File: src/rtl/core/dam_pkg.sv
// dram address mapper package: scheme and register codes, field layout type,
// fixed layout bit positions and the field extraction helper
// no dependencies; imported by every module of the mapper
package dam_pkg;

    // default physical address width
    localparam int ADDR_WIDTH_DEF = 32;

    // widths of the request and result fields
    localparam int PHYS_ADDR_W = 32;
    localparam int CHAN_ID_W   = 4;
    localparam int RANK_ID_W   = 4;
    localparam int BANK_ID_W   = 4;
    localparam int ROW_ID_W    = 20;
    localparam int COL_ID_W    = 16;

    // configuration port
    localparam int CFG_DATA_W = 32;
    localparam int CFG_ADDR_W = 5;

    // offsets of the layout are sums of configured depths
    localparam int OFF_W = 7;

    // mapping scheme codes
    localparam logic [2:0] SCHEME_BURGER     = 3'd0;
    localparam logic [2:0] SCHEME_OPEN_PAGE  = 3'd1;
    localparam logic [2:0] SCHEME_SDRAM      = 3'd2;
    localparam logic [2:0] SCHEME_FIXED      = 3'd3;
    localparam logic [2:0] SCHEME_CLOSE_PAGE = 3'd4;

    // register indexes
    localparam logic [2:0] REG_MAP_SCHEME    = 3'd0;
    localparam logic [2:0] REG_CHAN_BITS     = 3'd1;
    localparam logic [2:0] REG_RANK_BITS     = 3'd2;
    localparam logic [2:0] REG_BANK_BITS     = 3'd3;
    localparam logic [2:0] REG_ROW_BITS      = 3'd4;
    localparam logic [2:0] REG_COL_BITS      = 3'd5;
    localparam logic [2:0] REG_COL_SIZE_BITS = 3'd6;
    localparam logic [2:0] REG_LINE_BITS     = 3'd7;

    // register reset values
    localparam logic [2:0] RST_MAP_SCHEME    = SCHEME_OPEN_PAGE;
    localparam logic [2:0] RST_CHAN_BITS     = 3'd0;
    localparam logic [2:0] RST_RANK_BITS     = 3'd2;
    localparam logic [2:0] RST_BANK_BITS     = 3'd2;
    localparam logic [4:0] RST_ROW_BITS      = 5'd13;
    localparam logic [4:0] RST_COL_BITS      = 5'd10;
    localparam logic [2:0] RST_COL_SIZE_BITS = 3'd3;
    localparam logic [3:0] RST_LINE_BITS     = 4'd6;

    // fixed layout bit positions
    localparam int FIX_COL_LSB  = 3;
    localparam int FIX_COL_BITS = 10;
    localparam int FIX_BANK_LSB = 13;
    localparam int FIX_BIT15    = 15;
    localparam int FIX_MID_LSB  = 16;
    localparam int FIX_MID_BITS = 11;
    localparam int FIX_BIT27    = 27;
    localparam int FIX_RANK_LSB = 28;
    localparam int FIX_TOP_LSB  = 30;

    // fixed layout row bit positions of address bits 27 and 15
    localparam int FIX_ROW_TOP_POS = 13;
    localparam int FIX_ROW_B15_POS = 12;

    // how the datapath decodes a request
    typedef enum logic [1:0] {
        MODE_PEEL,
        MODE_FIXED,
        MODE_BAD
    } mode_t;

    // absolute bit offset and width of every field for the active scheme;
    // cola is the whole column or its low part, colb the high part
    typedef struct packed {
        mode_t            mode;
        logic [OFF_W-1:0] chan_off;
        logic [2:0]       chan_w;
        logic [OFF_W-1:0] rank_off;
        logic [2:0]       rank_w;
        logic [OFF_W-1:0] bank_off;
        logic [2:0]       bank_w;
        logic [OFF_W-1:0] row_off;
        logic [4:0]       row_w;
        logic [OFF_W-1:0] cola_off;
        logic [4:0]       cola_w;
        logic [OFF_W-1:0] colb_off;
        logic [4:0]       colb_w;
        logic [OFF_W-1:0] end_off;
    } layout_t;

    // bits [off +: w] of the address, zero where the field lies above it
    function automatic logic [PHYS_ADDR_W-1:0] field_extract(
        input logic [PHYS_ADDR_W-1:0] addr,
        input logic [OFF_W-1:0]       off,
        input logic [4:0]             w
    );
        logic [PHYS_ADDR_W-1:0] shifted;
        logic [PHYS_ADDR_W-1:0] mask;
        shifted = (off >= OFF_W'(PHYS_ADDR_W)) ? '0 : (addr >> off[4:0]);
        mask    = ~({PHYS_ADDR_W{1'b1}} << w);
        return shifted & mask;
    endfunction

    // true when any address bit at or above pos is set
    function automatic logic bits_above(
        input logic [PHYS_ADDR_W-1:0] addr,
        input logic [OFF_W-1:0]       pos
    );
        logic [PHYS_ADDR_W-1:0] shifted;
        shifted = (pos >= OFF_W'(PHYS_ADDR_W)) ? '0 : (addr >> pos[4:0]);
        return |shifted;
    endfunction

endpackage

File: src/rtl/core/dam_cfg.sv
// dram address mapper configuration registers with apb-style access,
// and the registered field layout derived from them
// depends on dam_pkg
module dam_cfg (
    input  logic                              clk,
    input  logic                              rst_n,
    input  logic                              psel,
    input  logic                              penable,
    input  logic                              pwrite,
    input  logic [dam_pkg::CFG_ADDR_W-1:0]    paddr,
    input  logic [dam_pkg::CFG_DATA_W-1:0]    pwdata,
    output logic [dam_pkg::CFG_DATA_W-1:0]    prdata,
    output logic                              pready,
    output dam_pkg::layout_t                  layout
);
    import dam_pkg::*;

    logic [2:0] map_scheme_reg;
    logic [2:0] chan_bits_reg;
    logic [2:0] rank_bits_reg;
    logic [2:0] bank_bits_reg;
    logic [4:0] row_bits_reg;
    logic [4:0] col_bits_reg;
    logic [2:0] col_size_bits_reg;
    logic [3:0] line_bits_reg;

    logic [2:0] reg_idx;
    logic       wr_en;
    logic [3:0] lo_w;
    logic [4:0] hi_w;
    layout_t    layout_next;
    layout_t    layout_reg;

    assign pready  = 1'b1;
    assign reg_idx = paddr[CFG_ADDR_W-1:2];
    assign wr_en   = psel && penable && pwrite && pready;

    // register writes
    always_ff @(posedge clk or negedge rst_n)
    begin
        if (!rst_n)
        begin
            map_scheme_reg    <= RST_MAP_SCHEME;
            chan_bits_reg     <= RST_CHAN_BITS;
            rank_bits_reg     <= RST_RANK_BITS;
            bank_bits_reg     <= RST_BANK_BITS;
            row_bits_reg      <= RST_ROW_BITS;
            col_bits_reg      <= RST_COL_BITS;
            col_size_bits_reg <= RST_COL_SIZE_BITS;
            line_bits_reg     <= RST_LINE_BITS;
        end
        else if (wr_en)
        begin
            unique case (reg_idx)
                REG_MAP_SCHEME:    map_scheme_reg    <= pwdata[2:0];
                REG_CHAN_BITS:     chan_bits_reg     <= pwdata[2:0];
                REG_RANK_BITS:     rank_bits_reg     <= pwdata[2:0];
                REG_BANK_BITS:     bank_bits_reg     <= pwdata[2:0];
                REG_ROW_BITS:      row_bits_reg      <= pwdata[4:0];
                REG_COL_BITS:      col_bits_reg      <= pwdata[4:0];
                REG_COL_SIZE_BITS: col_size_bits_reg <= pwdata[2:0];
                REG_LINE_BITS:     line_bits_reg     <= pwdata[3:0];
                default:           ;
            endcase
        end
    end

    // read mux
    always_comb
    begin
        prdata = '0;
        unique case (reg_idx)
            REG_MAP_SCHEME:    prdata = CFG_DATA_W'(map_scheme_reg);
            REG_CHAN_BITS:     prdata = CFG_DATA_W'(chan_bits_reg);
            REG_RANK_BITS:     prdata = CFG_DATA_W'(rank_bits_reg);
            REG_BANK_BITS:     prdata = CFG_DATA_W'(bank_bits_reg);
            REG_ROW_BITS:      prdata = CFG_DATA_W'(row_bits_reg);
            REG_COL_BITS:      prdata = CFG_DATA_W'(col_bits_reg);
            REG_COL_SIZE_BITS: prdata = CFG_DATA_W'(col_size_bits_reg);
            REG_LINE_BITS:     prdata = CFG_DATA_W'(line_bits_reg);
            default:           prdata = '0;
        endcase
    end

    // split column depths, clamped at zero
    always_comb
    begin
        lo_w = (line_bits_reg > 4'(col_size_bits_reg))
             ? line_bits_reg - 4'(col_size_bits_reg) : 4'd0;
        hi_w = (col_bits_reg > 5'(lo_w)) ? col_bits_reg - 5'(lo_w) : 5'd0;
    end

    // field offsets in peel order for the active scheme
    always_comb
    begin
        layout_next      = '0;
        layout_next.mode = MODE_BAD;
        unique case (map_scheme_reg)
            SCHEME_BURGER:
            begin
                layout_next.mode     = MODE_PEEL;
                layout_next.chan_w   = chan_bits_reg;
                layout_next.cola_w   = col_bits_reg;
                layout_next.rank_w   = rank_bits_reg;
                layout_next.bank_w   = bank_bits_reg;
                layout_next.row_w    = row_bits_reg;
                layout_next.chan_off = OFF_W'(col_size_bits_reg);
                layout_next.cola_off = layout_next.chan_off + OFF_W'(chan_bits_reg);
                layout_next.rank_off = layout_next.cola_off + OFF_W'(col_bits_reg);
                layout_next.bank_off = layout_next.rank_off + OFF_W'(rank_bits_reg);
                layout_next.row_off  = layout_next.bank_off + OFF_W'(bank_bits_reg);
                layout_next.end_off  = layout_next.row_off + OFF_W'(row_bits_reg);
            end
            SCHEME_OPEN_PAGE:
            begin
                layout_next.mode     = MODE_PEEL;
                layout_next.cola_w   = 5'(lo_w);
                layout_next.chan_w   = chan_bits_reg;
                layout_next.colb_w   = hi_w;
                layout_next.bank_w   = bank_bits_reg;
                layout_next.rank_w   = rank_bits_reg;
                layout_next.row_w    = row_bits_reg;
                layout_next.cola_off = OFF_W'(col_size_bits_reg);
                layout_next.chan_off = layout_next.cola_off + OFF_W'(lo_w);
                layout_next.colb_off = layout_next.chan_off + OFF_W'(chan_bits_reg);
                layout_next.bank_off = layout_next.colb_off + OFF_W'(hi_w);
                layout_next.rank_off = layout_next.bank_off + OFF_W'(bank_bits_reg);
                layout_next.row_off  = layout_next.rank_off + OFF_W'(rank_bits_reg);
                layout_next.end_off  = layout_next.row_off + OFF_W'(row_bits_reg);
            end
            SCHEME_SDRAM:
            begin
                layout_next.mode     = MODE_PEEL;
                layout_next.cola_w   = 5'(lo_w);
                layout_next.chan_w   = chan_bits_reg;
                layout_next.colb_w   = hi_w;
                layout_next.bank_w   = bank_bits_reg;
                layout_next.row_w    = row_bits_reg;
                layout_next.rank_w   = rank_bits_reg;
                layout_next.cola_off = OFF_W'(col_size_bits_reg);
                layout_next.chan_off = layout_next.cola_off + OFF_W'(lo_w);
                layout_next.colb_off = layout_next.chan_off + OFF_W'(chan_bits_reg);
                layout_next.bank_off = layout_next.colb_off + OFF_W'(hi_w);
                layout_next.row_off  = layout_next.bank_off + OFF_W'(bank_bits_reg);
                layout_next.rank_off = layout_next.row_off + OFF_W'(row_bits_reg);
                layout_next.end_off  = layout_next.rank_off + OFF_W'(rank_bits_reg);
            end
            SCHEME_FIXED:
            begin
                layout_next.mode = MODE_FIXED;
            end
            SCHEME_CLOSE_PAGE:
            begin
                layout_next.mode     = MODE_PEEL;
                layout_next.cola_w   = 5'(lo_w);
                layout_next.chan_w   = chan_bits_reg;
                layout_next.bank_w   = bank_bits_reg;
                layout_next.rank_w   = rank_bits_reg;
                layout_next.colb_w   = hi_w;
                layout_next.row_w    = row_bits_reg;
                layout_next.cola_off = OFF_W'(col_size_bits_reg);
                layout_next.chan_off = layout_next.cola_off + OFF_W'(lo_w);
                layout_next.bank_off = layout_next.chan_off + OFF_W'(chan_bits_reg);
                layout_next.rank_off = layout_next.bank_off + OFF_W'(bank_bits_reg);
                layout_next.colb_off = layout_next.rank_off + OFF_W'(rank_bits_reg);
                layout_next.row_off  = layout_next.colb_off + OFF_W'(hi_w);
                layout_next.end_off  = layout_next.row_off + OFF_W'(row_bits_reg);
            end
            default:
            begin
                layout_next.mode = MODE_BAD;
            end
        endcase
    end

    // layout register, reloaded every cycle from the config registers
    always_ff @(posedge clk)
    begin
        layout_reg <= layout_next;
    end

    assign layout = layout_reg;

endmodule

File: src/rtl/core/dam_decode.sv
// dram address mapper decode stage: field extraction from the registered
// request address under the registered layout, into the result register
// depends on dam_pkg
module dam_decode (
    input  logic                                clk,
    input  logic                                rst_n,
    input  logic                                in_vld,
    input  logic [dam_pkg::PHYS_ADDR_W-1:0]     addr,
    input  dam_pkg::layout_t                    layout,
    output logic                                done,
    output logic [dam_pkg::CHAN_ID_W-1:0]       chan_id,
    output logic [dam_pkg::RANK_ID_W-1:0]       rank_id,
    output logic [dam_pkg::BANK_ID_W-1:0]       bank_id,
    output logic [dam_pkg::ROW_ID_W-1:0]        row_id,
    output logic [dam_pkg::COL_ID_W-1:0]        col_id,
    output logic                                out_of_range,
    output logic                                bad_scheme
);
    import dam_pkg::*;

    logic [PHYS_ADDR_W-1:0] chan_v;
    logic [PHYS_ADDR_W-1:0] rank_v;
    logic [PHYS_ADDR_W-1:0] bank_v;
    logic [PHYS_ADDR_W-1:0] row_v;
    logic [PHYS_ADDR_W-1:0] cola_v;
    logic [PHYS_ADDR_W-1:0] colb_v;

    logic                 done_reg;
    logic [CHAN_ID_W-1:0] chan_next, chan_reg;
    logic [RANK_ID_W-1:0] rank_next, rank_reg;
    logic [BANK_ID_W-1:0] bank_next, bank_reg;
    logic [ROW_ID_W-1:0]  row_next, row_reg;
    logic [COL_ID_W-1:0]  col_next, col_reg;
    logic                 oor_next, oor_reg;
    logic                 bad_next, bad_reg;

    // peeled fields, each one shifter and mask
    always_comb
    begin
        chan_v = field_extract(addr, layout.chan_off, 5'(layout.chan_w));
        rank_v = field_extract(addr, layout.rank_off, 5'(layout.rank_w));
        bank_v = field_extract(addr, layout.bank_off, 5'(layout.bank_w));
        row_v  = field_extract(addr, layout.row_off, layout.row_w);
        cola_v = field_extract(addr, layout.cola_off, layout.cola_w);
        colb_v = field_extract(addr, layout.colb_off, layout.colb_w);
    end

    // result select by decode mode
    always_comb
    begin
        chan_next = '0;
        rank_next = '0;
        bank_next = '0;
        row_next  = '0;
        col_next  = '0;
        oor_next  = 1'b0;
        bad_next  = 1'b0;
        unique case (layout.mode)
            MODE_PEEL:
            begin
                chan_next = chan_v[CHAN_ID_W-1:0];
                rank_next = rank_v[RANK_ID_W-1:0];
                bank_next = bank_v[BANK_ID_W-1:0];
                row_next  = row_v[ROW_ID_W-1:0];
                col_next  = cola_v[COL_ID_W-1:0]
                          | (colb_v[COL_ID_W-1:0] << layout.cola_w);
                oor_next  = bits_above(addr, layout.end_off);
            end
            MODE_FIXED:
            begin
                col_next  = COL_ID_W'(addr[FIX_COL_LSB +: FIX_COL_BITS]);
                bank_next = BANK_ID_W'(addr[FIX_BANK_LSB +: 2]);
                // row bit 11 stays zero between the middle bits and bit 15
                row_next  = (ROW_ID_W'(addr[FIX_BIT27]) << FIX_ROW_TOP_POS)
                          | (ROW_ID_W'(addr[FIX_BIT15]) << FIX_ROW_B15_POS)
                          | ROW_ID_W'(addr[FIX_MID_LSB +: FIX_MID_BITS]);
                rank_next = RANK_ID_W'(addr[FIX_RANK_LSB +: 2]);
                oor_next  = |addr[PHYS_ADDR_W-1:FIX_TOP_LSB];
            end
            MODE_BAD:
            begin
                bad_next = 1'b1;
            end
            default:
            begin
                bad_next = 1'b1;
            end
        endcase
    end

    // result strobe
    always_ff @(posedge clk or negedge rst_n)
    begin
        if (!rst_n)
        begin
            done_reg <= 1'b0;
        end
        else
        begin
            done_reg <= in_vld;
        end
    end

    // result payload
    always_ff @(posedge clk)
    begin
        if (in_vld)
        begin
            chan_reg <= chan_next;
            rank_reg <= rank_next;
            bank_reg <= bank_next;
            row_reg  <= row_next;
            col_reg  <= col_next;
            oor_reg  <= oor_next;
            bad_reg  <= bad_next;
        end
    end

    assign done         = done_reg;
    assign chan_id      = chan_reg;
    assign rank_id      = rank_reg;
    assign bank_id      = bank_reg;
    assign row_id       = row_reg;
    assign col_id       = col_reg;
    assign out_of_range = oor_reg;
    assign bad_scheme   = bad_reg;

endmodule

File: src/rtl/core/dram_address_mapper_unit.sv
// dram address mapper top level: request register, configuration block
// and decode stage
// depends on dam_pkg, dam_cfg, dam_decode
// a taken request is registered, then decoded into the result register as done rises
// throughput: one request per cycle, set by the single register stage before decode
// busy is never raised and the receiver cannot stall; done is high for one cycle per result
// reset: registers return to scheme open page and default depths, strobes clear
module dram_address_mapper_unit #(
    parameter int ADDR_WIDTH = dam_pkg::ADDR_WIDTH_DEF
) (
    input  logic                                clk,
    input  logic                                rst_n,
    input  logic                                start,
    output logic                                busy,
    input  logic [dam_pkg::PHYS_ADDR_W-1:0]     mem_addr,
    output logic                                done,
    output logic [dam_pkg::CHAN_ID_W-1:0]       chan_id,
    output logic [dam_pkg::RANK_ID_W-1:0]       rank_id,
    output logic [dam_pkg::BANK_ID_W-1:0]       bank_id,
    output logic [dam_pkg::ROW_ID_W-1:0]        row_id,
    output logic [dam_pkg::COL_ID_W-1:0]        col_id,
    output logic                                out_of_range,
    output logic                                bad_scheme,
    input  logic                                psel,
    input  logic                                penable,
    input  logic                                pwrite,
    input  logic [dam_pkg::CFG_ADDR_W-1:0]      paddr,
    input  logic [dam_pkg::CFG_DATA_W-1:0]      pwdata,
    output logic [dam_pkg::CFG_DATA_W-1:0]      prdata,
    output logic                                pready
);
    import dam_pkg::*;

    // address bits above ADDR_WIDTH are ignored
    localparam logic [63:0] FullMask = {64{1'b1}} >> (64 - ADDR_WIDTH);
    localparam logic [PHYS_ADDR_W-1:0] AddrMask = FullMask[PHYS_ADDR_W-1:0];

    logic                   req_vld_reg;
    logic [PHYS_ADDR_W-1:0] req_addr_reg;
    logic                   req_take;
    layout_t                layout;

    assign busy     = 1'b0;
    assign req_take = start && !busy;

    // request valid
    always_ff @(posedge clk or negedge rst_n)
    begin
        if (!rst_n)
        begin
            req_vld_reg <= 1'b0;
        end
        else
        begin
            req_vld_reg <= req_take;
        end
    end

    // request address, masked to the used width
    always_ff @(posedge clk)
    begin
        if (req_take)
        begin
            req_addr_reg <= mem_addr & AddrMask;
        end
    end

    // configuration registers and layout
    dam_cfg u_cfg (
        .clk     (clk),
        .rst_n   (rst_n),
        .psel    (psel),
        .penable (penable),
        .pwrite  (pwrite),
        .paddr   (paddr),
        .pwdata  (pwdata),
        .prdata  (prdata),
        .pready  (pready),
        .layout  (layout)
    );

    // field decode and result register
    dam_decode u_decode (
        .clk          (clk),
        .rst_n        (rst_n),
        .in_vld       (req_vld_reg),
        .addr         (req_addr_reg),
        .layout       (layout),
        .done         (done),
        .chan_id      (chan_id),
        .rank_id      (rank_id),
        .bank_id      (bank_id),
        .row_id       (row_id),
        .col_id       (col_id),
        .out_of_range (out_of_range),
        .bad_scheme   (bad_scheme)
    );

endmodule

File: config.mk
export PLATFORM = sky130hd
export DESIGN_NAME = dram_address_mapper_unit
export DESIGN_NICKNAME = d
export VERILOG_FILES = /design/src/rtl/core/dam_pkg.sv /design/src/rtl/core/dam_cfg.sv /design/src/rtl/core/dam_decode.sv /design/src/rtl/core/dram_address_mapper_unit.sv
export SDC_FILE = /design/constraint.sdc
export NUM_CORES = 1
export LEC_CHECK = 0
export ABC_AREA = 0
export BUFFER_PORTS_ARGS = -buffer_cell sky130_fd_sc_hd__buf_4
export CAP_MARGIN = 10
export CORE_ASPECT_RATIO = 0.6
export CORE_MARGIN = 4
export CORE_UTILIZATION = 56
export CTS_CLUSTER_DIAMETER = 150
export CTS_CLUSTER_SIZE = 28
export DETAILED_ROUTE_END_ITERATION = 8
export PLACE_DENSITY_LB_ADDON = 0.2
export SYNTH_ARGS = -nofsm -noshare
export SYNTH_HDL_FRONTEND = slang
export SYNTH_SLANG_ARGS = --single-unit
File: constraint.sdc
create_clock -name clk -period 7 [get_ports clk]
set_clock_uncertainty 0.15 [all_clocks]
set_input_delay 1.4 -clock clk [delete_from_list [all_inputs] [get_ports clk]]
set_output_delay 1.4 -clock clk [all_outputs]
set_load 0.01 [all_outputs]
==> results.json <==
{
  "path_buf_inv": 6,
  "cts-root-buf": "clkbuf_16",
  "crit_top_cell": "buf_4",
  "holdWs_ns": 0.242,
  "synth_compound_area_share_pct": 17.1,
  "layout.cells.non_filler": 2526,
  "cts_sinks": 183,
  "synthAdderAreaFrac_pct": 5.79,
  "cap_viol_max_count": 0,
  "holdCritStartpoint": "req_vld_reg$_DFF_PN0_",
  "min_period_ns": 6.95,
  "synth_edf_count": 82,
  "initial_core_util_pct": 57.1,
  "placed_cells_incl_taps": 2479,
  "nNetsFinal": 2240,
  "cp.required_ns": 7.20,
  "slew_headroom_pct": 17.5,
  "yosysUniqueCellTypes": 96,
  "critPathArrivalTime_ns": 7.15,
  "clock_path_buffers": 2,
  "finalSetupViolations": 0,
  "area_delta_synth_final_pct": 13.1,
  "pin_count": 160,
  "min_path_cells": 0,
  "rsz0062_at_grt": "yes",
  "worst-r2r-cell-count": 33,
  "r2r-end": "u_cfg.layout[5]$_DFF_P_",
  "drive_above_1_share_pct": 26.9,
  "dr_wl_met3_um": 11300,
  "post-route-period-util_pct": 99.3,
  "synth-seq-cells": 183,
  "core_area_mm2": 0.0325,
  "numCtsBuffers": 17,
  "synth_top_area_share_pct": 16.0,
  "rrSetupSlack_ns": 0.05,
  "hold_viol_final": 0,
  "place_congestion": 1.05,
  "synth_top_family_by_area": "multiplexers",
  "hp-class": "reg -> reg",
  "status": "finished clean",
  "grt_pass1_wl_um": 99900,
  "async_flop_share_pct": 16.9,
  "vias": 17500,
  "h-tree-depth": 4,
  "clock_latency_ns": 0.47,
  "critPathKind": "reg -> reg",
  "synth.most_common_cell": "nand2_1",
  "yosysTopAreaCell": "mux4_2",
  "ant_nets": 0,
  "largest_reg_flops": 70,
  "r2r_start": "u_cfg.col_size_bits_reg[0]$_DFFE_PN1P_",
  "path_delay_family": "adder cells",
  "ctsHoldBuffers": 0,
  "netlist_area_mm2": 0.0186,
  "rows": 51,
  "io_buffers": 101,
  "cts.clk_slew.worst_paths_ns": 0.08,
  "yosys-top-cells-area": "mux4_2 16%, edfxtp_1 13%, mux2i_1 8.6%, dfxtp_1 7.5%, nand2_1 4.3%",
  "top_layer": "met5",
  "met2_wirelength_um": 25700,
  "avgRoutedWirePerCell_um": 26.4,
  "yosys-top-cells-count": "214 x nand2_1, 159 x mux2i_1, 152 x clkbuf_1, 148 x nor2_1, 132 x mux4_2",
  "cts_tree": "yes",
  "yosys_warnings": 0,
  "crit_path_max_incr_delay_ns": 0.56,
  "synthCells": 2020,
  "clock.fmax_mhz": 144,
  "critPathLaunchType": "flip-flop",
  "drv_slew": 0,
  "antenna_found_initial": 3,
  "grt_pass1_vias": 16200,
  "whs_endpoint": "u_decode.done$_DFF_PN0_",
  "drtPass1Iterations": 6,
  "worst_pin_slew_ns": 1.22,
  "avgSynthCellArea_um2": 9.19,
  "chipHeight_um": 149,
  "fp.dieArea_mm2": 0.0362,
  "drc": 0,
  "die_x_um": 243,
  "overflow": 0,
  "grt_max_degree": 51,
  "vias_per_cell": 6.93,
  "synthMuxAreaShare_pct": 28.5,
  "crit_slowest_cell": "dfstp_2",
  "drt-initial-drc-count": 2875,
  "synth-xor-area-share_pct": 2.73,
  "synthSimpleGateAreaFrac_pct": 13.8,
  "crit_fanout": 5,
  "worst_setup_path_end_kind": "flip-flop",
  "ys_seq_area_share_pct": 25.1,
  "hpwl_um": 48800,
  "drt-total-wl_um": 66800,
  "track_usage_pct": 36.1,
  "synth_flop_cell": "edfxtp_1",
  "met1_length_um": 27800
}
cells in the final DEF (no fill, tap or decap), types with 22 or more instances in the layout:
| cell | count |
|---|---|
| nor3_1 | 38 |
| xnor2_1 | 34 |
| mux2i_1 | 158 |
| mux2_2 | 61 |
| nand2_1 | 212 |
| nor2_1 | 144 |
| o22ai_1 | 22 |
| ha_1 | 57 |
| a21oi_1 | 105 |
| a211oi_1 | 34 |
| mux4_2 | 132 |
| conb_1 | 29 |
| dfxtp_1 | 67 |
| edfxtp_1 | 82 |
| inv_1 | 71 |
| o21ai_0 | 118 |
| nand3_1 | 25 |
| and2_1 | 26 |
| a21o_1 | 22 |
| buf_4 | 243 |
routing by layer:
metal / track usage [%] / vias up
li1: - / 7614
met1: 53.8 / 8308
met2: 47.1 / 1388
met3: 15.2 / 188
met4: 11.3 / 4
met5: 0 / -
cell families (layout without fill, tap and decap cells):
kind of cell / count (synthesis) / count (layout)
simple gates: 555 / 555
buf+inv: 304 / 358
fa+ha+maj: 77 / 77
mux: 355 / 355
compound gates: 487 / 487
flops: 183 / 183
other cells: 2 / 30
xor+xnor: 57 / 57
cell type report:
| type | instances | area, um2 |
|---|---|---|
| flip-flops and latches | 183 | 4660 |
| well taps | 424 | 531 |
| diodes | 1 | 2.50 |
| repair buffers | 244 | 1830 |
| clock buffers | 18 | 439 |
| clock inverters | 14 | 185 |
| multi-input cells | 1560 | 13000 |
| inverters | 82 | 309 |
| fillers | 2696 | 11500 |
worst max path at each step:
stage,start,endpoint,slack [ns],cells after the start
final,u_cfg.col_size_bits_reg[0]$_DFFE_PN1P_,u_cfg.layout[5]$_DFF_P_,0.05,33
after global routing,u_cfg.col_size_bits_reg[0]$_DFFE_PN1P_,u_cfg.layout[6]$_DFF_P_,-0.15,33
after CTS,u_cfg.col_size_bits_reg[0]$_DFFE_PN1P_,u_cfg.layout[6]$_DFF_P_,-0.01,34
after detailed placement,u_cfg.col_size_bits_reg[0]$_DFFE_PN1P_,u_cfg.layout[6]$_DFF_P_,-0.24,33
after global placement,u_cfg.col_size_bits_reg[0]$_DFFE_PN1P_,u_cfg.layout[6]$_DFF_P_,-0.07,33
after floorplan,u_cfg.col_size_bits_reg[0]$_DFFE_PN1P_,u_cfg.layout[6]$_DFF_P_,0.1,31
what timing repair did:
action / in CTS / in global routing
buffers inserted: 2 / 11
pin swaps: 12 / 35
endpoints found under the setup margin: 3 / 8
resized for setup: 14 / 61
cloned: 0 / 0
metrics by stage:
step / worst slack, ns / utilization, % / TNS, ns / cell area (um2)
6_report: 0.0491 / 64.5 / 0 / 21000
5_1_grt: -0.153 / 64.5 / -0.323 / 21000
4_1_cts: -0.0137 / 63.4 / -0.0137 / 20600
3_5_place_dp: -0.236 / 61.3 / -0.384 / 19900
3_3_place_gp: -0.0705 / 61.3 / -0.0705 / 19900
2_1_floorplan: 0.0956 / - / 0 / 18700
Power is not shown: default switching activity piles up to over one toggle a cycle in this logic, so the estimate is an artifact.
